==> config.mk <==
export PLATFORM = sky130hd
export DESIGN_NAME = weekly_slot_zone_scheduler
export DESIGN_NICKNAME = d
export VERILOG_FILES = /design/src/wsz_pkg.sv /design/src/wsz_front.sv /design/src/wsz_back.sv /design/src/wsz_resq.sv /design/src/weekly_slot_zone_scheduler.sv
export SDC_FILE = /design/constraint.sdc
export NUM_CORES = 2
export LEC_CHECK = 0
export ABC_AREA = 1
export BUFFER_PORTS_ARGS = -buffer_cell sky130_fd_sc_hd__buf_4
export CORE_ASPECT_RATIO = 0.9
export CORE_MARGIN = 5
export CORE_UTILIZATION = 50
export CTS_CLUSTER_DIAMETER = 100
export DETAILED_ROUTE_END_ITERATION = 10
export PLACE_DENSITY = 0.66
export SLEW_MARGIN = 0
export SYNTH_ARGS = -nofsm -noshare
export SYNTH_HDL_FRONTEND = slang
export SYNTH_SLANG_ARGS = --single-unit
==> constraint.sdc <==
create_clock -name clk_i -period 31.1 [get_ports clk_i]
set_input_delay 1.555 -clock clk_i [delete_from_list [all_inputs] [get_ports clk_i]]
set_output_delay 1.555 -clock clk_i [all_outputs]
set_load 0.01 [all_outputs]
==> src/wsz_pkg.sv <==
// Shared types, sizes and codes of the weekly slot zone scheduler.
// Used by every module of the block; depends on nothing.
package wsz_pkg;

  localparam int ZONE_COUNT    = 2;
  localparam int PROFILE_COUNT = 8;
  localparam int SLOT_COUNT    = 48;
  localparam int CMD_BITS      = 3;
  localparam int DAYS          = 7;

  localparam int HOUR_MAX   = 23;
  localparam int MINUTE_MAX = 59;
  localparam int HALF_HOUR  = 30;

  localparam int REQ_W  = 3;
  localparam int HOUR_W = 5;
  localparam int MIN_W  = 6;
  localparam int DAY_W  = 3;
  localparam int PROF_W = 3;
  localparam int SLOT_W = 6;
  localparam int CODE_W = 3;
  localparam int ZONE_W = 4;
  localparam int KIND_W = 2;

  localparam int MEM_DEPTH = PROFILE_COUNT * SLOT_COUNT;
  localparam int ADDR_W    = $clog2(MEM_DEPTH);
  localparam int ZI_W      = (ZONE_COUNT > 1) ? $clog2(ZONE_COUNT) : 1;
  localparam int ZC_W      = $clog2(ZONE_COUNT + 1);

  // Both queues have a power-of-two depth so the pointers wrap by themselves.
  localparam int OPQ_DEPTH  = 2;
  localparam int OPQ_PTR_W  = $clog2(OPQ_DEPTH);
  localparam int OPQ_CNT_W  = $clog2(OPQ_DEPTH + 1);
  localparam int RESQ_DEPTH = 2;
  localparam int RESQ_PTR_W = $clog2(RESQ_DEPTH);
  localparam int RESQ_CNT_W = $clog2(RESQ_DEPTH + 1);

  localparam int CFG_IDX_W  = 1;
  localparam int CFG_DATA_W = 3;

  typedef enum logic [REQ_W-1:0] {
    REQ_TICK   = 3'd0,
    REQ_WRITE  = 3'd1,
    REQ_FILL   = 3'd2,
    REQ_MAP    = 3'd3,
    REQ_ENABLE = 3'd4,
    REQ_APPLY  = 3'd5,
    REQ_QUERY  = 3'd6
  } req_e;

  typedef enum logic [2:0] {
    OP_TICK, OP_WRITE, OP_FILL, OP_MAP, OP_ENABLE, OP_APPLY, OP_QUERY, OP_REJECT
  } op_e;

  typedef enum logic [KIND_W-1:0] {
    RK_SCHED, RK_QUERY, RK_DONE, RK_REJECT
  } res_kind_e;

  typedef enum logic [CFG_IDX_W-1:0] {
    CFG_SCHED_EN, CFG_DEFAULT_CMD
  } cfg_idx_e;

  typedef enum logic [2:0] {
    ST_CLEAR, ST_IDLE, ST_FILL, ST_ACK, ST_APPLY, ST_AEMIT, ST_QEMIT
  } state_e;

  // Decoded request as it travels from the front to the back.
  typedef struct packed {
    op_e              op;
    logic [SLOT_W-1:0] slot;
    logic [DAY_W-1:0]  day;
    logic [PROF_W-1:0] prof;
    logic [CODE_W-1:0] cmd;
    logic [CODE_W-1:0] night;
    logic [SLOT_W-1:0] nstart;
    logic [SLOT_W-1:0] nend;
    logic [ZI_W-1:0]   zone;
    logic              en;
    logic              ok;
  } op_t;

  typedef struct packed {
    res_kind_e         kind;
    logic [ZONE_W-1:0] zone;
    logic [CODE_W-1:0] cmd;
    logic              last;
  } res_t;

endpackage

==> src/wsz_front.sv <==
// Request front end: checks and decodes each input word, then queues it.
// Depends on wsz_pkg.
module wsz_front (
  input  logic                          clk_i,
  input  logic                          rst_ni,
  input  logic                          push_i,
  output logic                          full_o,
  input  logic [wsz_pkg::REQ_W-1:0]     req_type_i,
  input  logic [wsz_pkg::HOUR_W-1:0]    hour_i,
  input  logic [wsz_pkg::MIN_W-1:0]     minute_i,
  input  logic [wsz_pkg::DAY_W-1:0]     day_of_week_i,
  input  logic [wsz_pkg::PROF_W-1:0]    profile_num_i,
  input  logic [wsz_pkg::SLOT_W-1:0]    slot_num_i,
  input  logic [wsz_pkg::CODE_W-1:0]    cmd_code_i,
  input  logic [wsz_pkg::CODE_W-1:0]    night_code_i,
  input  logic [wsz_pkg::SLOT_W-1:0]    night_start_i,
  input  logic [wsz_pkg::SLOT_W-1:0]    night_end_i,
  input  logic [wsz_pkg::ZONE_W-1:0]    zone_num_i,
  input  logic                          enable_bit_i,
  input  logic                          clear_busy_i,
  output logic                          op_valid_o,
  output wsz_pkg::op_t                  op_o,
  input  logic                          op_pop_i
);
  import wsz_pkg::*;

  op_t                  op_in;
  op_t                  q_mem [OPQ_DEPTH];
  logic [OPQ_PTR_W-1:0] wr_ptr_q, wr_ptr_d;
  logic [OPQ_PTR_W-1:0] rd_ptr_q, rd_ptr_d;
  logic [OPQ_CNT_W-1:0] cnt_q, cnt_d;
  logic                 accept;
  logic                 zone_ok, day_ok, prof_ok, slot_ok, tick_ok;
  logic [SLOT_W-1:0]    tick_slot;

  assign zone_ok = (zone_num_i != '0) && (zone_num_i <= ZONE_W'(ZONE_COUNT));
  assign day_ok  = day_of_week_i < DAY_W'(DAYS);
  assign prof_ok = {1'b0, profile_num_i} < (PROF_W + 1)'(PROFILE_COUNT);
  assign slot_ok = slot_num_i < SLOT_W'(SLOT_COUNT);
  assign tick_ok = (hour_i <= HOUR_W'(HOUR_MAX)) && (minute_i <= MIN_W'(MINUTE_MAX)) && day_ok;

  // Two slots per hour; the second half starts at minute thirty.
  assign tick_slot = {hour_i, 1'b0} + SLOT_W'(minute_i >= MIN_W'(HALF_HOUR));

  always_comb begin
    op_in        = '0;
    op_in.op     = OP_REJECT;
    op_in.slot   = slot_num_i;
    op_in.day    = day_of_week_i;
    op_in.prof   = profile_num_i;
    op_in.cmd    = cmd_code_i;
    op_in.night  = night_code_i;
    op_in.nstart = night_start_i;
    op_in.nend   = night_end_i;
    op_in.zone   = ZI_W'(zone_num_i - ZONE_W'(1));
    op_in.en     = enable_bit_i;
    op_in.ok     = zone_ok && day_ok && slot_ok;
    case (req_e'(req_type_i))
      REQ_TICK: begin
        if (tick_ok) begin
          op_in.op   = OP_TICK;
          op_in.slot = tick_slot;
        end
      end
      REQ_WRITE: begin
        if (prof_ok && slot_ok) op_in.op = OP_WRITE;
      end
      REQ_FILL: begin
        if (prof_ok) op_in.op = OP_FILL;
      end
      REQ_MAP: begin
        if (zone_ok && day_ok && prof_ok) op_in.op = OP_MAP;
      end
      REQ_ENABLE: begin
        if (zone_ok) op_in.op = OP_ENABLE;
      end
      REQ_APPLY: begin
        op_in.op = OP_APPLY;
      end
      REQ_QUERY: begin
        op_in.op = OP_QUERY;
      end
      default: begin
        op_in.op = OP_REJECT;
      end
    endcase
  end

  // The queue also reads as full while the profile memory is being cleared.
  assign full_o     = (cnt_q == OPQ_CNT_W'(OPQ_DEPTH)) || clear_busy_i;
  assign accept     = push_i && !full_o;
  assign op_valid_o = cnt_q != '0;
  assign op_o       = q_mem[rd_ptr_q];

  always_comb begin
    wr_ptr_d = wr_ptr_q;
    rd_ptr_d = rd_ptr_q;
    cnt_d    = cnt_q;
    if (accept) begin
      wr_ptr_d = wr_ptr_q + OPQ_PTR_W'(1);
    end
    if (op_pop_i) begin
      rd_ptr_d = rd_ptr_q + OPQ_PTR_W'(1);
    end
    case ({accept, op_pop_i})
      2'b10:   cnt_d = cnt_q + OPQ_CNT_W'(1);
      2'b01:   cnt_d = cnt_q - OPQ_CNT_W'(1);
      default: cnt_d = cnt_q;
    endcase
  end

  always_ff @(posedge clk_i or negedge rst_ni) begin
    if (!rst_ni) begin
      wr_ptr_q <= '0;
      rd_ptr_q <= '0;
      cnt_q    <= '0;
    end else begin
      wr_ptr_q <= wr_ptr_d;
      rd_ptr_q <= rd_ptr_d;
      cnt_q    <= cnt_d;
    end
  end

  always_ff @(posedge clk_i) begin
    if (accept) begin
      q_mem[wr_ptr_q] <= op_in;
    end
  end

endmodule

==> src/wsz_back.sv <==
// Request back end: profile memory, zone state and the sequencer that runs
// each decoded request and produces its result words. Depends on wsz_pkg.
module wsz_back (
  input  logic                           clk_i,
  input  logic                           rst_ni,
  input  logic                           op_valid_i,
  input  wsz_pkg::op_t                   op_i,
  output logic                           op_pop_o,
  output logic                           clear_busy_o,
  input  logic                           res_full_i,
  output logic                           res_push_o,
  output wsz_pkg::res_t                  res_o,
  input  logic                           cfg_valid_i,
  input  wsz_pkg::cfg_idx_e              cfg_index_i,
  input  logic [wsz_pkg::CFG_DATA_W-1:0] cfg_data_i
);
  import wsz_pkg::*;

  state_e              state_q, state_d;
  logic [ADDR_W-1:0]   clr_cnt_q, clr_cnt_d;
  logic [SLOT_W-1:0]   fill_cnt_q, fill_cnt_d;
  logic [ZC_W-1:0]     zc_q, zc_d;
  logic [SLOT_W-1:0]   cur_slot_q, cur_slot_d;
  logic [DAY_W-1:0]    cur_day_q, cur_day_d;
  logic [SLOT_W-1:0]   as_q, as_d;
  logic                as_none_q, as_none_d;
  logic [DAY_W-1:0]    ad_q, ad_d;
  logic                ad_none_q, ad_none_d;
  logic                sched_en_q, sched_en_d;
  logic [CODE_W-1:0]   def_cmd_q, def_cmd_d;
  logic [ZONE_COUNT-1:0] zone_en_q, zone_en_d;
  logic [PROF_W-1:0]   map_q [ZONE_COUNT][DAYS];
  logic [PROF_W-1:0]   map_d [ZONE_COUNT][DAYS];

  logic [CMD_BITS-1:0] mem [MEM_DEPTH];
  logic [CMD_BITS-1:0] rdata_q;
  logic                mem_we, mem_re;
  logic [ADDR_W-1:0]   mem_waddr, mem_raddr;
  logic [CMD_BITS-1:0] mem_wdata;

  logic [ZI_W-1:0]     zsel;
  logic [DAY_W-1:0]    dsel;
  logic [SLOT_W-1:0]   ssel;
  logic [PROF_W-1:0]   map_rd;
  logic [ADDR_W-1:0]   op_base;
  logic                is_night;
  logic                more_en;
  logic                tick_same;
  logic                fill_last;
  logic                zones_done;

  // One read port on the map: the apply walk or the request at the head.
  assign zsel   = (state_q == ST_APPLY) ? zc_q[ZI_W-1:0] : op_i.zone;
  assign dsel   = (state_q == ST_APPLY) ? cur_day_q : op_i.day;
  assign ssel   = (state_q == ST_APPLY) ? cur_slot_q : op_i.slot;
  assign map_rd = map_q[zsel][dsel];

  assign mem_raddr = ADDR_W'(map_rd * SLOT_COUNT) + ADDR_W'(ssel);
  assign op_base   = ADDR_W'(op_i.prof * SLOT_COUNT);

  // A night range whose end lies below its start wraps past midnight.
  assign is_night = (op_i.nstart <= op_i.nend)
                  ? (fill_cnt_q >= op_i.nstart && fill_cnt_q < op_i.nend)
                  : (fill_cnt_q >= op_i.nstart || fill_cnt_q < op_i.nend);

  assign tick_same = !as_none_q && (op_i.slot == as_q) && !ad_none_q && (op_i.day == ad_q);
  assign fill_last  = fill_cnt_q == SLOT_W'(SLOT_COUNT - 1);
  assign zones_done = zc_q == ZC_W'(ZONE_COUNT);

  always_comb begin
    more_en = 1'b0;
    for (int i = 0; i < ZONE_COUNT; i++) begin
      if (ZC_W'(i) > zc_q && zone_en_q[i]) more_en = 1'b1;
    end
  end

  assign clear_busy_o = state_q == ST_CLEAR;

  // Next state.
  always_comb begin
    state_d = state_q;
    case (state_q)
      ST_CLEAR: begin
        if (clr_cnt_q == ADDR_W'(MEM_DEPTH - 1)) state_d = ST_IDLE;
      end
      ST_IDLE: begin
        if (op_valid_i) begin
          case (op_i.op)
            OP_TICK: begin
              if (sched_en_q && !tick_same) state_d = ST_APPLY;
            end
            OP_APPLY: begin
              if (sched_en_q) state_d = ST_APPLY;
            end
            OP_FILL: begin
              state_d = ST_FILL;
            end
            OP_QUERY: begin
              if (op_i.ok) state_d = ST_QEMIT;
            end
            default: begin
              state_d = ST_IDLE;
            end
          endcase
        end
      end
      ST_FILL: begin
        if (fill_last) state_d = ST_ACK;
      end
      ST_ACK: begin
        if (!res_full_i) state_d = ST_IDLE;
      end
      ST_APPLY: begin
        if (zones_done) begin
          state_d = ST_IDLE;
        end else if (zone_en_q[zc_q[ZI_W-1:0]]) begin
          state_d = ST_AEMIT;
        end
      end
      ST_AEMIT: begin
        if (!res_full_i) state_d = ST_APPLY;
      end
      ST_QEMIT: begin
        if (!res_full_i) state_d = ST_IDLE;
      end
      default: begin
        state_d = ST_IDLE;
      end
    endcase
  end

  // Datapath and outputs.
  always_comb begin
    clr_cnt_d  = clr_cnt_q;
    fill_cnt_d = fill_cnt_q;
    zc_d       = zc_q;
    cur_slot_d = cur_slot_q;
    cur_day_d  = cur_day_q;
    as_d       = as_q;
    as_none_d  = as_none_q;
    ad_d       = ad_q;
    ad_none_d  = ad_none_q;
    sched_en_d = sched_en_q;
    def_cmd_d  = def_cmd_q;
    zone_en_d  = zone_en_q;
    map_d      = map_q;
    mem_we     = 1'b0;
    mem_re     = 1'b0;
    mem_waddr  = clr_cnt_q;
    mem_wdata  = '0;
    op_pop_o   = 1'b0;
    res_push_o = 1'b0;
    res_o      = '0;
    res_o.last = 1'b1;

    case (state_q)
      ST_CLEAR: begin
        mem_we    = 1'b1;
        clr_cnt_d = clr_cnt_q + ADDR_W'(1);
      end
      ST_IDLE: begin
        if (op_valid_i) begin
          case (op_i.op)
            OP_TICK: begin
              cur_slot_d = op_i.slot;
              cur_day_d  = op_i.day;
              zc_d       = '0;
              if (!sched_en_q || tick_same) op_pop_o = 1'b1;
            end
            OP_APPLY: begin
              zc_d = '0;
              if (!sched_en_q) op_pop_o = 1'b1;
            end
            OP_FILL: begin
              fill_cnt_d = '0;
            end
            OP_QUERY: begin
              if (op_i.ok) begin
                mem_re = 1'b1;
              end else if (!res_full_i) begin
                res_push_o = 1'b1;
                res_o.kind = RK_QUERY;
                res_o.cmd  = def_cmd_q;
                op_pop_o   = 1'b1;
              end
            end
            default: begin
              // Slot write, map, zone enable and rejection all answer with
              // one word and finish here.
              if (!res_full_i) begin
                res_push_o = 1'b1;
                res_o.kind = (op_i.op == OP_REJECT) ? RK_REJECT : RK_DONE;
                op_pop_o   = 1'b1;
                case (op_i.op)
                  OP_WRITE: begin
                    mem_we    = 1'b1;
                    mem_waddr = op_base + ADDR_W'(op_i.slot);
                    mem_wdata = CMD_BITS'(op_i.cmd);
                  end
                  OP_MAP: begin
                    map_d[op_i.zone][op_i.day] = op_i.prof;
                  end
                  OP_ENABLE: begin
                    zone_en_d[op_i.zone] = op_i.en;
                  end
                  default: begin
                  end
                endcase
              end
            end
          endcase
        end
      end
      ST_FILL: begin
        mem_we     = 1'b1;
        mem_waddr  = op_base + ADDR_W'(fill_cnt_q);
        mem_wdata  = is_night ? CMD_BITS'(op_i.night) : CMD_BITS'(op_i.cmd);
        fill_cnt_d = fill_cnt_q + SLOT_W'(1);
      end
      ST_ACK: begin
        if (!res_full_i) begin
          res_push_o = 1'b1;
          res_o.kind = RK_DONE;
          op_pop_o   = 1'b1;
        end
      end
      ST_APPLY: begin
        if (zones_done) begin
          as_d      = cur_slot_q;
          as_none_d = 1'b0;
          ad_d      = cur_day_q;
          ad_none_d = 1'b0;
          op_pop_o  = 1'b1;
        end else if (zone_en_q[zc_q[ZI_W-1:0]]) begin
          mem_re = 1'b1;
        end else begin
          zc_d = zc_q + ZC_W'(1);
        end
      end
      ST_AEMIT: begin
        if (!res_full_i) begin
          res_push_o = 1'b1;
          res_o.kind = RK_SCHED;
          res_o.zone = ZONE_W'(zc_q) + ZONE_W'(1);
          res_o.cmd  = CODE_W'(rdata_q);
          res_o.last = !more_en;
          zc_d       = zc_q + ZC_W'(1);
        end
      end
      ST_QEMIT: begin
        if (!res_full_i) begin
          res_push_o = 1'b1;
          res_o.kind = RK_QUERY;
          res_o.cmd  = CODE_W'(rdata_q);
          op_pop_o   = 1'b1;
        end
      end
      default: begin
      end
    endcase

    if (cfg_valid_i) begin
      case (cfg_index_i)
        CFG_SCHED_EN: begin
          // Turning the scheduler on forgets the applied slot, so the next
          // tick applies.
          if (cfg_data_i[0] && !sched_en_q) as_none_d = 1'b1;
          sched_en_d = cfg_data_i[0];
        end
        CFG_DEFAULT_CMD: begin
          def_cmd_d = CODE_W'(cfg_data_i);
        end
        default: begin
        end
      endcase
    end
  end

  always_ff @(posedge clk_i or negedge rst_ni) begin
    if (!rst_ni) begin
      state_q    <= ST_CLEAR;
      clr_cnt_q  <= '0;
      fill_cnt_q <= '0;
      zc_q       <= '0;
      cur_slot_q <= '0;
      cur_day_q  <= '0;
      as_q       <= '0;
      as_none_q  <= 1'b1;
      ad_q       <= '0;
      ad_none_q  <= 1'b1;
      sched_en_q <= 1'b0;
      def_cmd_q  <= '0;
      zone_en_q  <= '0;
      map_q      <= '{default: '0};
    end else begin
      state_q    <= state_d;
      clr_cnt_q  <= clr_cnt_d;
      fill_cnt_q <= fill_cnt_d;
      zc_q       <= zc_d;
      cur_slot_q <= cur_slot_d;
      cur_day_q  <= cur_day_d;
      as_q       <= as_d;
      as_none_q  <= as_none_d;
      ad_q       <= ad_d;
      ad_none_q  <= ad_none_d;
      sched_en_q <= sched_en_d;
      def_cmd_q  <= def_cmd_d;
      zone_en_q  <= zone_en_d;
      map_q      <= map_d;
    end
  end

  always_ff @(posedge clk_i) begin
    if (mem_we) begin
      mem[mem_waddr] <= mem_wdata;
    end
    if (mem_re) begin
      rdata_q <= mem[mem_raddr];
    end
  end

  a_push_room: assert property (@(posedge clk_i) disable iff (!rst_ni)
    res_push_o |-> !res_full_i)
    else $error("result word pushed into a full result queue");

  a_pop_valid: assert property (@(posedge clk_i) disable iff (!rst_ni)
    op_pop_o |-> op_valid_i)
    else $error("request popped from an empty request queue");

  a_clear_quiet: assert property (@(posedge clk_i) disable iff (!rst_ni)
    (state_q == ST_CLEAR) |-> (!op_pop_o && !res_push_o))
    else $error("request handled while the profile memory is being cleared");

  a_sched_zone: assert property (@(posedge clk_i) disable iff (!rst_ni)
    (res_push_o && res_o.kind == RK_SCHED) |->
      (res_o.zone != '0 && res_o.zone <= ZONE_W'(ZONE_COUNT)
       && zone_en_q[zc_q[ZI_W-1:0]]))
    else $error("scheduled command for a zone that is absent or disabled");

endmodule

==> src/wsz_resq.sv <==
// Result queue: holds finished result words until the receiver pops them.
// Depends on wsz_pkg.
module wsz_resq (
  input  logic          clk_i,
  input  logic          rst_ni,
  input  logic          push_i,
  input  wsz_pkg::res_t res_i,
  output logic          full_o,
  input  logic          pop_i,
  output logic          empty_o,
  output wsz_pkg::res_t res_o
);
  import wsz_pkg::*;

  res_t                  q_mem [RESQ_DEPTH];
  logic [RESQ_PTR_W-1:0] wr_ptr_q, wr_ptr_d;
  logic [RESQ_PTR_W-1:0] rd_ptr_q, rd_ptr_d;
  logic [RESQ_CNT_W-1:0] cnt_q, cnt_d;
  logic                  do_push, do_pop;

  assign full_o  = cnt_q == RESQ_CNT_W'(RESQ_DEPTH);
  assign empty_o = cnt_q == '0;
  assign res_o   = q_mem[rd_ptr_q];
  assign do_push = push_i && !full_o;
  assign do_pop  = pop_i && !empty_o;

  always_comb begin
    wr_ptr_d = wr_ptr_q;
    rd_ptr_d = rd_ptr_q;
    if (do_push) begin
      wr_ptr_d = wr_ptr_q + RESQ_PTR_W'(1);
    end
    if (do_pop) begin
      rd_ptr_d = rd_ptr_q + RESQ_PTR_W'(1);
    end
    case ({do_push, do_pop})
      2'b10:   cnt_d = cnt_q + RESQ_CNT_W'(1);
      2'b01:   cnt_d = cnt_q - RESQ_CNT_W'(1);
      default: cnt_d = cnt_q;
    endcase
  end

  always_ff @(posedge clk_i or negedge rst_ni) begin
    if (!rst_ni) begin
      wr_ptr_q <= '0;
      rd_ptr_q <= '0;
      cnt_q    <= '0;
    end else begin
      wr_ptr_q <= wr_ptr_d;
      rd_ptr_q <= rd_ptr_d;
      cnt_q    <= cnt_d;
    end
  end

  always_ff @(posedge clk_i) begin
    if (do_push) begin
      q_mem[wr_ptr_q] <= res_i;
    end
  end

endmodule

==> src/weekly_slot_zone_scheduler.sv <==
// Top level of the weekly slot zone scheduler: request front, execution
// back end and result queue. Depends on wsz_pkg, wsz_front, wsz_back, wsz_resq.
//
// Requests enter through push/full: a word is taken on a clock edge with
// push high and full low. Results leave through empty/pop: the oldest word
// sits on the result ports while empty is low and is taken on an edge with
// pop high. A request yields one word, except a tick or apply that hits
// enabled zones (one word per enabled zone, the final one with last_flag),
// and a tick or apply that has nothing to do (no word).
// Configuration writes use cfg_valid_i/cfg_ready_o; ready is always high and
// writes are meant for an idle block.
// After reset the 384-entry profile memory is cleared one entry per cycle,
// and full stays high until the clear is done.
// The single-port sequencer in the back end runs one request at a time:
// write, map, enable, reject and an invalid query answer from the idle state;
// a valid query first reads the profile memory, then answers; a profile fill
// has a decode step, one memory write per slot and the answer; an apply walks
// every zone and emits a word for each enabled zone.
// A stalled receiver fills the two-word result queue, which halts the back
// end; the two-deep request queue then fills and raises full.
module weekly_slot_zone_scheduler (
  input  logic                           clk_i,
  input  logic                           rst_ni,
  input  logic                           push,
  output logic                           full,
  input  logic [wsz_pkg::REQ_W-1:0]      req_type_i,
  input  logic [wsz_pkg::HOUR_W-1:0]     hour_i,
  input  logic [wsz_pkg::MIN_W-1:0]      minute_i,
  input  logic [wsz_pkg::DAY_W-1:0]      day_of_week_i,
  input  logic [wsz_pkg::PROF_W-1:0]     profile_num_i,
  input  logic [wsz_pkg::SLOT_W-1:0]     slot_num_i,
  input  logic [wsz_pkg::CODE_W-1:0]     cmd_code_i,
  input  logic [wsz_pkg::CODE_W-1:0]     night_code_i,
  input  logic [wsz_pkg::SLOT_W-1:0]     night_start_i,
  input  logic [wsz_pkg::SLOT_W-1:0]     night_end_i,
  input  logic [wsz_pkg::ZONE_W-1:0]     zone_num_i,
  input  logic                           enable_bit_i,
  output logic                           empty,
  input  logic                           pop,
  output logic [wsz_pkg::KIND_W-1:0]     result_kind_o,
  output logic [wsz_pkg::ZONE_W-1:0]     zone_out_o,
  output logic [wsz_pkg::CODE_W-1:0]     cmd_out_o,
  output logic                           last_flag_o,
  input  logic                           cfg_valid_i,
  output logic                           cfg_ready_o,
  input  logic [wsz_pkg::CFG_IDX_W-1:0]  cfg_index_i,
  input  logic [wsz_pkg::CFG_DATA_W-1:0] cfg_data_i
);
  import wsz_pkg::*;

  logic op_valid;
  op_t  op_head;
  logic op_pop;
  logic clear_busy;
  logic res_full;
  logic res_push;
  res_t res_in;
  res_t res_head;

  assign cfg_ready_o = 1'b1;

  wsz_front u_front (
    .clk_i         (clk_i),
    .rst_ni        (rst_ni),
    .push_i        (push),
    .full_o        (full),
    .req_type_i    (req_type_i),
    .hour_i        (hour_i),
    .minute_i      (minute_i),
    .day_of_week_i (day_of_week_i),
    .profile_num_i (profile_num_i),
    .slot_num_i    (slot_num_i),
    .cmd_code_i    (cmd_code_i),
    .night_code_i  (night_code_i),
    .night_start_i (night_start_i),
    .night_end_i   (night_end_i),
    .zone_num_i    (zone_num_i),
    .enable_bit_i  (enable_bit_i),
    .clear_busy_i  (clear_busy),
    .op_valid_o    (op_valid),
    .op_o          (op_head),
    .op_pop_i      (op_pop)
  );

  wsz_back u_back (
    .clk_i        (clk_i),
    .rst_ni       (rst_ni),
    .op_valid_i   (op_valid),
    .op_i         (op_head),
    .op_pop_o     (op_pop),
    .clear_busy_o (clear_busy),
    .res_full_i   (res_full),
    .res_push_o   (res_push),
    .res_o        (res_in),
    .cfg_valid_i  (cfg_valid_i),
    .cfg_index_i  (cfg_idx_e'(cfg_index_i)),
    .cfg_data_i   (cfg_data_i)
  );

  wsz_resq u_resq (
    .clk_i   (clk_i),
    .rst_ni  (rst_ni),
    .push_i  (res_push),
    .res_i   (res_in),
    .full_o  (res_full),
    .pop_i   (pop),
    .empty_o (empty),
    .res_o   (res_head)
  );

  assign result_kind_o = res_head.kind;
  assign zone_out_o    = res_head.zone;
  assign cmd_out_o     = res_head.cmd;
  assign last_flag_o   = res_head.last;

endmodule

==> impl_metrics.toml <==
[run_status]
status = "complete, no violations"

[synthesis]
synthTopCellsByArea = "edfxtp_1 62%, nand2_1 7.7%, nand3_1 6.8%"
yosysTopAreaCell = "edfxtp_1"
synthFlopType = "edfxtp_1"
yosys_register_bits = 1341
yosys_warnings = 0
ys_top_cells_by_count = "1245 x edfxtp_1, 1236 x nand2_1, 815 x nand3_1"
syn_avg_cell_area_um2 = 10.37
syn_area_um2 = 60350
synth-edff-count = 1245
synth_cells = 5819
synthMostInstantiatedCell = "edfxtp_1"
yosysTopAreaCellShare_pct = 61.94
synth_nets = 5918
ys_seq_area_share_pct = 65.93
synthArstFlopShare_pct = 7.159
synthDistinctLibCells = 54

[global_route]
grt_max_degree = 208
grt_pass1_vias = 39500
grt_overflow = 0
grt_usage_pct = 23.09
grt_pass1_wl_um = 228400
antenna_found_initial = 1

[setup_path]
arrival_ps = 7270
cp_slowest_stage_delay_ps = 960
critical_path_required_ps = 31530
critPathCaptureType = "flip-flop"
crit_start = "u_back.state_q[1]$_DFFE_PN0P_"
crit_path_start_kind = "flip-flop"
crit_fanout = 22
crit_type = "reg2reg"
path_common_cell = "nand2_1"
critPathSlowestCell = "clkinv_1"
crit_buf_inv = 5
path_cells = "inv_2 -> nand2_1 -> nor2_2 -> nand2_1 -> nand2_1 -> inv_2 -> o21ai_0 -> o221ai_1 -> nand3_1 -> nand2_1 -> ha_1 -> inv_1 -> fa_1 -> buf_4 -> clkinv_1 -> nand3_1 -> nand3_1 -> nand3_1 -> nand2_1 -> nand2_1 -> nand2_1"
crit_family = "simple AND/OR/NAND/NOR gates"
crit-reg2reg-launch = "u_back.state_q[1]$_DFFE_PN0P_"

[drt]
viasPerCell = 5.518
via_count = 41220
wl_um = 148400
drtPass1Iterations = 7
wire_per_inst_um = 19.87
ant_nets = 0
drc = 0
first_iter_violations = 4314

[layout]
areaGrowthSynthToFinish_pct = 9.970
insertedDiodeCount = 0
seqCellArea_um2 = 39790
nets = 5858
multi_input_area_um2 = 16340
post-route-util_pct = 55.07
nFillCells = 10310
drive_gt1_share_pct = 8.210

[clock_network]
cts_tree = "yes"
post-cts-setup-buffer-count = 0
cts-root-buf = "clkbuf_16"
clkSlewWorstSetupHoldPaths_ps = 60
cts.sinks = 1341
cts.repair.resized = 0
cts-htree-levels = 4
clockBufferDepth = 3
clk_latency_ps = 770
numCtsBuffers = 139
cts_hold_buf = 0

[sta]
maxSlewHeadroom_pct = 21.14
setup_tns_ps = 0
finalCriticalPeriod_ps = 6838
fmax_ghz = 0.1462
setup_violations = 0
skew_ps = 33.85
hold_violations = 0
fin_crit_sh_pct = 21.99
slew_viol_final = 0
rsz0062_at_grt = "no"
holdWs_ps = 454.9
tightest_slew_ps = 1179

[floorplan]
start_util_pct = 50.08
coreArea_um2 = 120500
rows = 121
die-width_um = 376.2
die_height_um = 339.6
top_level_ports = 71
die_area_um2 = 127800

[power_and_ir_drop]
power_mw = 3.593
p_per_area_nw_per_um2 = 54.14
p_leak_nw = 25.60
ir_worst_vdd_uv = 45.41

[min_path]
min_path_type = "reg2reg"
min_from = "u_back.ad_none_q$_DFFE_PN1P_"

[place]
io_buffers = 67
place_congestion = 0.8420
hpwl_um = 82530

[job]
cap_viol_max_count = 0
[through the flow]
step / cell area (um2) / setup slack, ps / instances
floorplan: 60350 / 10380 / 5819
global placement: 62030 / 24490 / 7217
detailed placement: 62030 / 24440 / 7217
CTS: 66370 / 24440 / 7470
global route: 66370 / 23970 / 7470
finish: 66370 / 24260 / 7470
[tightest hold or removal path, cell delays in order (launching register included)]
cell     delay [ps]
dfstp_2         370
nand2_1          60
inv_1            30
[path summary, 6_finish.rpt]
check / slack, ps / to / depth (start not counted)
setup / recovery: 24260 / u_back.rdata_q[1]$_DFFE_PP_ / 21
hold / removal: 450 / u_back.ad_none_q$_DFFE_PN1P_ / 2
setup reg to reg: 24260 / u_back.rdata_q[1]$_DFFE_PP_ / 21
hold reg to reg: 450 / u_back.ad_none_q$_DFFE_PN1P_ / 2
max in group asynchronous: 29070 / u_back.cur_day_q[1]$_DFFE_PN0P_ / 2
min in group asynchronous: 720 / u_back.clr_cnt_q[5]$_DFFE_PN0P_ / 1
[layout make-up]
| cell class | instances | area share, % |
|---|---|---|
| Timing Repair Buffer | 125 | 1.470 |
| Tap cell | 1599 | 3.014 |
| Sequential cell | 1341 | 59.95 |
| Clock inverter | 56 | 0.6900 |
| Multi-Input combinational cell | 3375 | 24.61 |
| Inverter | 777 | 4.406 |
| Clock buffer | 197 | 5.853 |
[sequential cells by signal, summed over array words and instances (netlist names), 3 cells and up]
name,count
u_back.clr_cnt_q,9
u_back.map_q,42
u_back.as_q,6
u_back.fill_cnt_q,6
u_back.state_q,3
u_front.q_mem,72
u_back.def_cmd_q,3
u_back.mem,1152
u_back.cur_day_q,3
u_resq.q_mem,18
u_back.cur_slot_q,6
u_back.rdata_q,3
u_back.ad_q,3
[metal layers]
| layer | up-vias | track usage, % | routed length, um |
|---|---|---|---|
| li1 | 19440 | - | - |
| met1 | 19980 | 32.64 | 63860 |
| met2 | 1560 | 37.01 | 68740 |
| met3 | 234 | 3.808 | 11790 |
| met4 | 2 | 7.064 | 4033 |
| met5 | - | 0 | 13 |
[placed cells by master (no fill, tap or decap), types with 45 or more instances in the layout]
cell type     n
edfxtp_1   1245
nand3_1     808
nand2_1    1223
nor2_1      511
dfrtp_1      94
clkbuf_1     47
clkbuf_16   146
o211ai_1    179
o21ai_0     300
buf_4       122
inv_1       754
nor2_2       45
[power by group]
part / internal [mW] / leakage (nW) / switching [mW] / total, mW
Clock: 0.921 / 2.12 / 0.677 / 1.60
Combinational: 0.0187 / 13.4 / 0.0255 / 0.0442
Sequential: 1.95 / 10.1 / 0.00419 / 1.95
[logic make-up after synthesis]
group | Yosys count | synth area share, %
mux | 11 | 0.1887
simple gates | 2730 | 19.64
flops | 1341 | 65.93
other cells | 2 | 0.01244
xor+xnor | 26 | 0.3773
compound gates | 565 | 5.641
buf+inv | 1103 | 7.299
fa+ha+maj | 41 | 0.9122
Note: power is estimated with default switching activity, not from simulation.
